### config.mk
export PLATFORM = sky130hd
export DESIGN_NAME = trial_division_factorizer_unit
export DESIGN_NICKNAME = d
export VERILOG_FILES = /design/src/hw/rtl/tdf_pkg.sv /design/src/hw/rtl/trial_division_factorizer_unit.sv
export VERILOG_INCLUDE_DIRS = /design/src /design/src/hw/rtl
export SDC_FILE = /design/constraint.sdc
export NUM_CORES = 1
export LEC_CHECK = 0
export BUFFER_PORTS_ARGS = -buffer_cell sky130_fd_sc_hd__clkbuf_2
export CORE_MARGIN = 3
export CORE_UTILIZATION = 35
export CTS_CLUSTER_DIAMETER = 80
export DETAILED_ROUTE_END_ITERATION = 10
export SLEW_MARGIN = 20
export SYNTH_ARGS = -nofsm -noshare
export SYNTH_HDL_FRONTEND = slang
export SYNTH_SLANG_ARGS = --single-unit
export TNS_END_PERCENT = 100
### constraint.sdc
create_clock -name clk -period 7.9 [get_ports clk]
set_clock_uncertainty 0.15 [all_clocks]
set_input_delay 1.58 -clock clk [delete_from_list [all_inputs] [get_ports clk]]
set_output_delay 1.58 -clock clk [all_outputs]
set_load 0.01 [all_outputs]
### src/hw/rtl/trial_division_factorizer_unit_assert.svh
// assertion helpers shared by the factorizer rtl
`ifndef TRIAL_DIVISION_FACTORIZER_UNIT_ASSERT_SVH
`define TRIAL_DIVISION_FACTORIZER_UNIT_ASSERT_SVH

// same-cycle implication, checked out of reset
`define TDF_ASSERT_NOW(lbl, ante, cons) \
    lbl: assert property (@(posedge clk) disable iff (!rst_n) (ante) |-> (cons)) \
        else $error("tdf assertion failed");

// next-cycle implication, checked out of reset
`define TDF_ASSERT_NEXT(lbl, ante, cons) \
    lbl: assert property (@(posedge clk) disable iff (!rst_n) (ante) |=> (cons)) \
        else $error("tdf assertion failed");

`endif

### src/hw/rtl/tdf_pkg.sv
package tdf_pkg;

    typedef enum logic [1:0] {
        S_IDLE,
        S_START,
        S_DIV,
        S_EVAL
    } state_t;

endpackage

### src/hw/rtl/trial_division_factorizer_unit.sv
// Prime factorizer by trial division.
// Input channel: number with item_valid/item_ready; one beat is one integer.
// Output channel: factor and last with result_valid/result_ready; one beat per
// prime factor, ascending, repeats included; last marks the final factor.
// Inputs 0 and 1 come back unchanged as a single beat with last set.
// A single restoring divider, one quotient bit per cycle, tests each trial
// divisor d: it yields rem/d and rem%d, and d > rem/d ends the search.
// Each divisor tried and each factor found costs a full divider pass and then
// the evaluation state; a 31-bit prime tries about 46341 divisors.
// item_ready is high only while the sequencer is idle; the final factor sits
// in the output register, so the next item is taken while it waits.
// A stalled receiver holds the sequencer at its next factor until the output
// register frees up; no beat is lost.
// Reset clears the sequencer and the output valid; no item is in flight.
module trial_division_factorizer_unit #(
    parameter int NUMBER_BITS = 31
) (
    input  logic                   clk,
    input  logic                   rst_n,
    input  logic                   item_valid,
    output logic                   item_ready,
    input  logic [NUMBER_BITS-1:0] number,
    output logic                   result_valid,
    input  logic                   result_ready,
    output logic [NUMBER_BITS-1:0] factor,
    output logic                   last
);

    localparam int CNT_BITS = $clog2(NUMBER_BITS);
    localparam logic [NUMBER_BITS-1:0] FIRST_DIVISOR = NUMBER_BITS'(2);
    localparam logic [CNT_BITS-1:0] CNT_LAST = CNT_BITS'(NUMBER_BITS - 1);

    tdf_pkg::state_t state_reg, state_next;

    logic [NUMBER_BITS-1:0] rem_reg, rem_next;
    logic [NUMBER_BITS-1:0] d_reg, d_next;
    logic [NUMBER_BITS-1:0] quo_reg, quo_next;
    logic [NUMBER_BITS-1:0] part_reg, part_next;
    logic [CNT_BITS-1:0]    cnt_reg, cnt_next;
    logic [NUMBER_BITS-1:0] factor_reg, factor_next;
    logic                   last_reg, last_next;
    logic                   result_valid_reg, result_valid_next;

    logic                   accept;
    logic                   slot_free;
    logic                   small_in;
    logic                   div_done;
    logic                   eval_done;
    logic                   eval_hit;
    logic [NUMBER_BITS:0]   trial;
    logic [NUMBER_BITS:0]   trial_diff;
    logic                   trial_ge;

    assign item_ready   = (state_reg == tdf_pkg::S_IDLE);
    assign accept       = item_valid && item_ready;
    assign slot_free    = !result_valid_reg || result_ready;
    assign small_in     = (rem_reg < FIRST_DIVISOR);
    assign div_done     = (cnt_reg == '0);
    assign eval_done    = (d_reg > quo_reg);
    assign eval_hit     = (part_reg == '0);

    // shared divider step: bring down the next dividend bit
    assign trial      = {part_reg, quo_reg[NUMBER_BITS-1]};
    assign trial_diff = trial - {1'b0, d_reg};
    assign trial_ge   = (trial >= {1'b0, d_reg});

    assign result_valid = result_valid_reg;
    assign factor       = factor_reg;
    assign last         = last_reg;

    always_comb
    begin
        state_next = state_reg;
        case (state_reg)
            tdf_pkg::S_IDLE:
            begin
                if (accept)
                begin
                    state_next = tdf_pkg::S_START;
                end
            end
            tdf_pkg::S_START:
            begin
                if (!small_in)
                begin
                    state_next = tdf_pkg::S_DIV;
                end
                else if (slot_free)
                begin
                    state_next = tdf_pkg::S_IDLE;
                end
            end
            tdf_pkg::S_DIV:
            begin
                if (div_done)
                begin
                    state_next = tdf_pkg::S_EVAL;
                end
            end
            tdf_pkg::S_EVAL:
            begin
                if (eval_done)
                begin
                    if (slot_free)
                    begin
                        state_next = tdf_pkg::S_IDLE;
                    end
                end
                else if (!eval_hit || slot_free)
                begin
                    state_next = tdf_pkg::S_DIV;
                end
            end
            default:
            begin
                state_next = tdf_pkg::S_IDLE;
            end
        endcase
    end

    always_comb
    begin
        rem_next          = rem_reg;
        d_next            = d_reg;
        quo_next          = quo_reg;
        part_next         = part_reg;
        cnt_next          = cnt_reg;
        factor_next       = factor_reg;
        last_next         = last_reg;
        result_valid_next = result_valid_reg && !result_ready;
        case (state_reg)
            tdf_pkg::S_IDLE:
            begin
                if (accept)
                begin
                    rem_next = number;
                    d_next   = FIRST_DIVISOR;
                end
            end
            tdf_pkg::S_START:
            begin
                if (!small_in)
                begin
                    quo_next  = rem_reg;
                    part_next = '0;
                    cnt_next  = CNT_LAST;
                end
                else if (slot_free)
                begin
                    factor_next       = rem_reg;
                    last_next         = 1'b1;
                    result_valid_next = 1'b1;
                end
            end
            tdf_pkg::S_DIV:
            begin
                if (trial_ge)
                begin
                    part_next = trial_diff[NUMBER_BITS-1:0];
                end
                else
                begin
                    part_next = trial[NUMBER_BITS-1:0];
                end
                quo_next = {quo_reg[NUMBER_BITS-2:0], trial_ge};
                if (!div_done)
                begin
                    cnt_next = cnt_reg - CNT_BITS'(1);
                end
            end
            tdf_pkg::S_EVAL:
            begin
                if (eval_done)
                begin
                    // no divisor left up to the square root: remainder is prime
                    if (slot_free)
                    begin
                        factor_next       = rem_reg;
                        last_next         = 1'b1;
                        result_valid_next = 1'b1;
                    end
                end
                else if (eval_hit)
                begin
                    // divides evenly: emit d, keep it, divide again
                    if (slot_free)
                    begin
                        factor_next       = d_reg;
                        last_next         = 1'b0;
                        result_valid_next = 1'b1;
                        rem_next          = quo_reg;
                        quo_next          = quo_reg;
                        part_next         = '0;
                        cnt_next          = CNT_LAST;
                    end
                end
                else
                begin
                    d_next    = d_reg + NUMBER_BITS'(1);
                    quo_next  = rem_reg;
                    part_next = '0;
                    cnt_next  = CNT_LAST;
                end
            end
            default:
            begin
                result_valid_next = result_valid_reg && !result_ready;
            end
        endcase
    end

    always_ff @(posedge clk or negedge rst_n)
    begin
        if (!rst_n)
        begin
            state_reg        <= tdf_pkg::S_IDLE;
            result_valid_reg <= 1'b0;
        end
        else
        begin
            state_reg        <= state_next;
            result_valid_reg <= result_valid_next;
        end
    end

    always_ff @(posedge clk)
    begin
        rem_reg    <= rem_next;
        d_reg      <= d_next;
        quo_reg    <= quo_next;
        part_reg   <= part_next;
        cnt_reg    <= cnt_next;
        factor_reg <= factor_next;
        last_reg   <= last_next;
    end

`include "trial_division_factorizer_unit_assert.svh"

    `TDF_ASSERT_NEXT(a_div_holds_divisor, state_reg == tdf_pkg::S_DIV, d_reg == $past(d_reg))
    `TDF_ASSERT_NOW(a_divisor_min,
        state_reg == tdf_pkg::S_DIV || state_reg == tdf_pkg::S_EVAL, d_reg >= FIRST_DIVISOR)
    `TDF_ASSERT_NOW(a_rem_min,
        state_reg == tdf_pkg::S_DIV || state_reg == tdf_pkg::S_EVAL, rem_reg >= FIRST_DIVISOR)
    `TDF_ASSERT_NOW(a_eval_after_full_div, state_reg == tdf_pkg::S_EVAL, cnt_reg == '0)

endmodule

==> flow_metrics.env <==
export IMPL_grt_pass1_vias=7743
export IMPL_intPower_uw=2900
export IMPL_nFillCells=2744
export IMPL_critPathLaunch="d_reg[28]$_SDFFCE_PN0P_"
export IMPL_grt_max_degree=94
export IMPL_portBuffers=68
export IMPL_hold_class="flop to flop"
export IMPL_ys_flop_type="edfxtp_1"
export IMPL_r2r_end="quo_reg[13]$_DFFE_PP_"
export IMPL_route_detailed_drc=0
export IMPL_yosysTopAreaCell="edfxtp_1"
export IMPL_crit_required_ps=7870
export IMPL_netlist_area_um2=10100
export IMPL_cts_tree="built"
export IMPL_outcome="completed"
export IMPL_ir_worst_vdd_mv=0.168
export IMPL_area_delta_synth_final_pct=13.2
export IMPL_drv_slew=0
export IMPL_die_h_um=176
export IMPL_timing_fmax_ghz=0.245
export IMPL_fin_setup_tns_ps=0
export IMPL_wirelength_um=26300
export IMPL_setup_worst_path_end="quo_reg[13]$_DFFE_PP_"
export IMPL_grt_usage=0.170
export IMPL_antenna_found_initial=0
export IMPL_cts_sinks=164
export IMPL_first_iter_violations=576
export IMPL_drive_gt1_frac=0.117
export IMPL_place_area_um2=10900
export IMPL_synth_enable_flop_cells=161
export IMPL_start_util=0.359
export IMPL_root_buffer="clkbuf_16"
export IMPL_ant_nets=0
export IMPL_yosysTopAreaCellShare=0.478
export IMPL_yosysMostFrequentCell="nand2_1"
export IMPL_worstReg2RegStart="d_reg[28]$_SDFFCE_PN0P_"
export IMPL_synth_area_leaders="edfxtp_1 48%, ha_1 7.9%, nand2_1 7.6%"
export IMPL_hold_violations=0
export IMPL_hold_buffers=0
export IMPL_numCtsBuffers=17
export IMPL_grt_first_pass_wirelength_um=42000
export IMPL_yosysWarnings=0
export IMPL_relSlewSlack=0.349
export IMPL_place_congestion=0.880
export IMPL_startpoint_type="flop"
export IMPL_ioPinCount=69
export IMPL_overflow=0
export IMPL_path_max_fanout=13
export IMPL_p_seq_frac=0.345
export IMPL_fin_ws_ps=3820
export IMPL_cp_arrival_ps=4050
export IMPL_rsz0062_at_grt="false"
export IMPL_reg2regPathDepth=11
export IMPL_vias_per_cell=5.27
export IMPL_setup_reg_to_reg_worst_slack_ps=3820
export IMPL_clock_latency_ps=430
export IMPL_yosysUniqueCellTypes=55
export IMPL_clkTransAtPathRegs_ps=70
export IMPL_syn_nets=1183
export IMPL_synth_area_per_cell_um2=9.34
export IMPL_worst_pin_slew_ps=971
export IMPL_clkPwrFrac=0.157
export IMPL_rows=61
export IMPL_dr_total_vias=8045
export IMPL_netSwitchingFraction=0.442
export IMPL_layout_min_cycle_time_ps=4080
export IMPL_cap_viol_max_count=0
export IMPL_place_ws_ps=3790
export IMPL_synth_common_cells="206 x nand2_1, 161 x edfxtp_1, 90 x nor2_1"
export IMPL_coreArea_um2=28200
export IMPL_cts_max_path_buffers=2
export IMPL_postCtsSetupBuffers=0
export IMPL_setup_violations=0
export IMPL_combPwrFrac=0.498
export IMPL_cts_resized=0
export IMPL_die_x_um=176
export IMPL_antennaDiodeCount=0
export IMPL_synthesis_instances=1083
export IMPL_end_kind="flop"
export IMPL_first_pass_iters=5
export IMPL_post_dp_hpwl_um=19100
export IMPL_ys_async_sr_fraction=0.0183
export IMPL_dieArea_um2=31000
export IMPL_seq_area_frac_synth=0.485
export IMPL_p_leak_uw=0.00465
export IMPL_fin_nets=1237
export IMPL_fin_area_um2=11500
export IMPL_netSwitchingPower_uw=2300
export IMPL_period_share=0.516
export IMPL_p_total_uw=5210
export IMPL_worstSetupPathType="flop to flop"
export IMPL_wl_per_cell_um=17.2
export IMPL_power_density_nw_per_um2=455
export IMPL_cts_htree_levels=4
export IMPL_ys_seq_elements=164
-- final cells by class --
type                       count  area [µm²]  share of cell area
sequential                   164        4910               0.429
inverter                      73         274              0.0239
tap                          378         473              0.0413
clock buffer                  18         429              0.0375
multi-input combinational    798        4770               0.416
clock inverter                14         145              0.0127
timing repair buffer          83         453              0.0395
-- metal layers --
metal,share of wire,global-route usage,vias up
li1,-,-,3980
met4,0.016,0.0475,0
met5,0,0,-
met2,0.47,0.278,199
met3,0.054,0.0217,27
met1,0.46,0.238,3839
-- cells in the final DEF, fill, tap and decap left out, types with 3 or more instances in the layout --
cell type / count
nand2_1: 205
edfxtp_1: 161
nor2_1: 90
o21ai_0: 83
inv_1: 73
clkbuf_2: 68
ha_1: 64
a21oi_1: 61
xnor2_1: 43
nand3_1: 35
a31oi_1: 34
a21o_1: 25
nand4_1: 18
nor4_1: 17
clkbuf_16: 17
buf_4: 15
nor3_1: 13
a211oi_1: 11
nor2b_1: 9
xor2_1: 9
and3_1: 7
o21a_1: 7
nand2b_1: 6
or4_1: 5
and2_1: 5
inv_8: 5
o211ai_1: 4
o31ai_1: 4
or3_1: 4
or2_2: 4
o21bai_1: 4
clkinvlp_4: 4
dfrtp_1: 3
-- power by group through the flow --
| stage | registers (µW) | logic [µW] | clock network [µW] |
|---|---|---|---|
| 2_1_floorplan | 1760 | 1910 | 0 |
| 3_3_place_gp | 1800 | 2560 | 0 |
| 3_5_place_dp | 1810 | 2590 | 0 |
| 4_1_cts | 1790 | 2600 | 832 |
| 5_1_grt | 1840 | 2920 | 870 |
| 6_report | 1800 | 2590 | 817 |
-- through the flow --
stage / utilization / std cells / hold WS [ps]
6_report: 0.407 / 1528 / 426
5_1_grt: 0.407 / 1528 / 456
4_1_cts: 0.407 / 1528 / 429
3_5_place_dp: 0.386 / 1496 / 411
3_3_place_gp: 0.386 / 1496 / 401
2_1_floorplan: - / 1083 / 372
-- cells by family (layout without fill, tap and decap cells) --
| family | after synthesis | count (layout) | synth area share |
|---|---|---|---|
| compound gates | 249 | 249 | 0.148 |
| xor+xnor | 52 | 52 | 0.0450 |
| mux | 2 | 2 | 0.00210 |
| buf+inv | 121 | 188 | 0.0469 |
| fa+ha+maj | 65 | 65 | 0.0811 |
| flops | 164 | 164 | 0.485 |
| simple gates | 430 | 430 | 0.191 |
-- worst max-delay path, stage by stage (launching register included) --
cell and delay, ps:
edfxtp_1 480, ha_1 350, a21o_1 160, a21o_1 170, a21oi_1 130, o21ai_0 180, a2111oi_0 420, nor3_1 190
a21oi_1 280, nor2b_1 110, nor3_2 790, buf_4 370
-- worst min path at each step --
stage / depth (start not counted) / slack (ps) / to / start
5_1_grt: 2 / 460 / cnt_reg[4]$_SDFFCE_PP1P_ / cnt_reg[4]$_SDFFCE_PP1P_
4_1_cts: 2 / 430 / quo_reg[0]$_DFFE_PP_ / rem_reg[0]$_DFFE_PP_
3_5_place_dp: 2 / 410 / quo_reg[0]$_DFFE_PP_ / rem_reg[0]$_DFFE_PP_
3_3_place_gp: 2 / 400 / cnt_reg[4]$_SDFFCE_PP1P_ / cnt_reg[4]$_SDFFCE_PP1P_
2_1_floorplan: 2 / 370 / quo_reg[0]$_DFFE_PP_ / rem_reg[0]$_DFFE_PP_
6_report: 2 / 430 / quo_reg[0]$_DFFE_PP_ / rem_reg[0]$_DFFE_PP_
No activity file was read; power rests on OpenSTA's default activity.
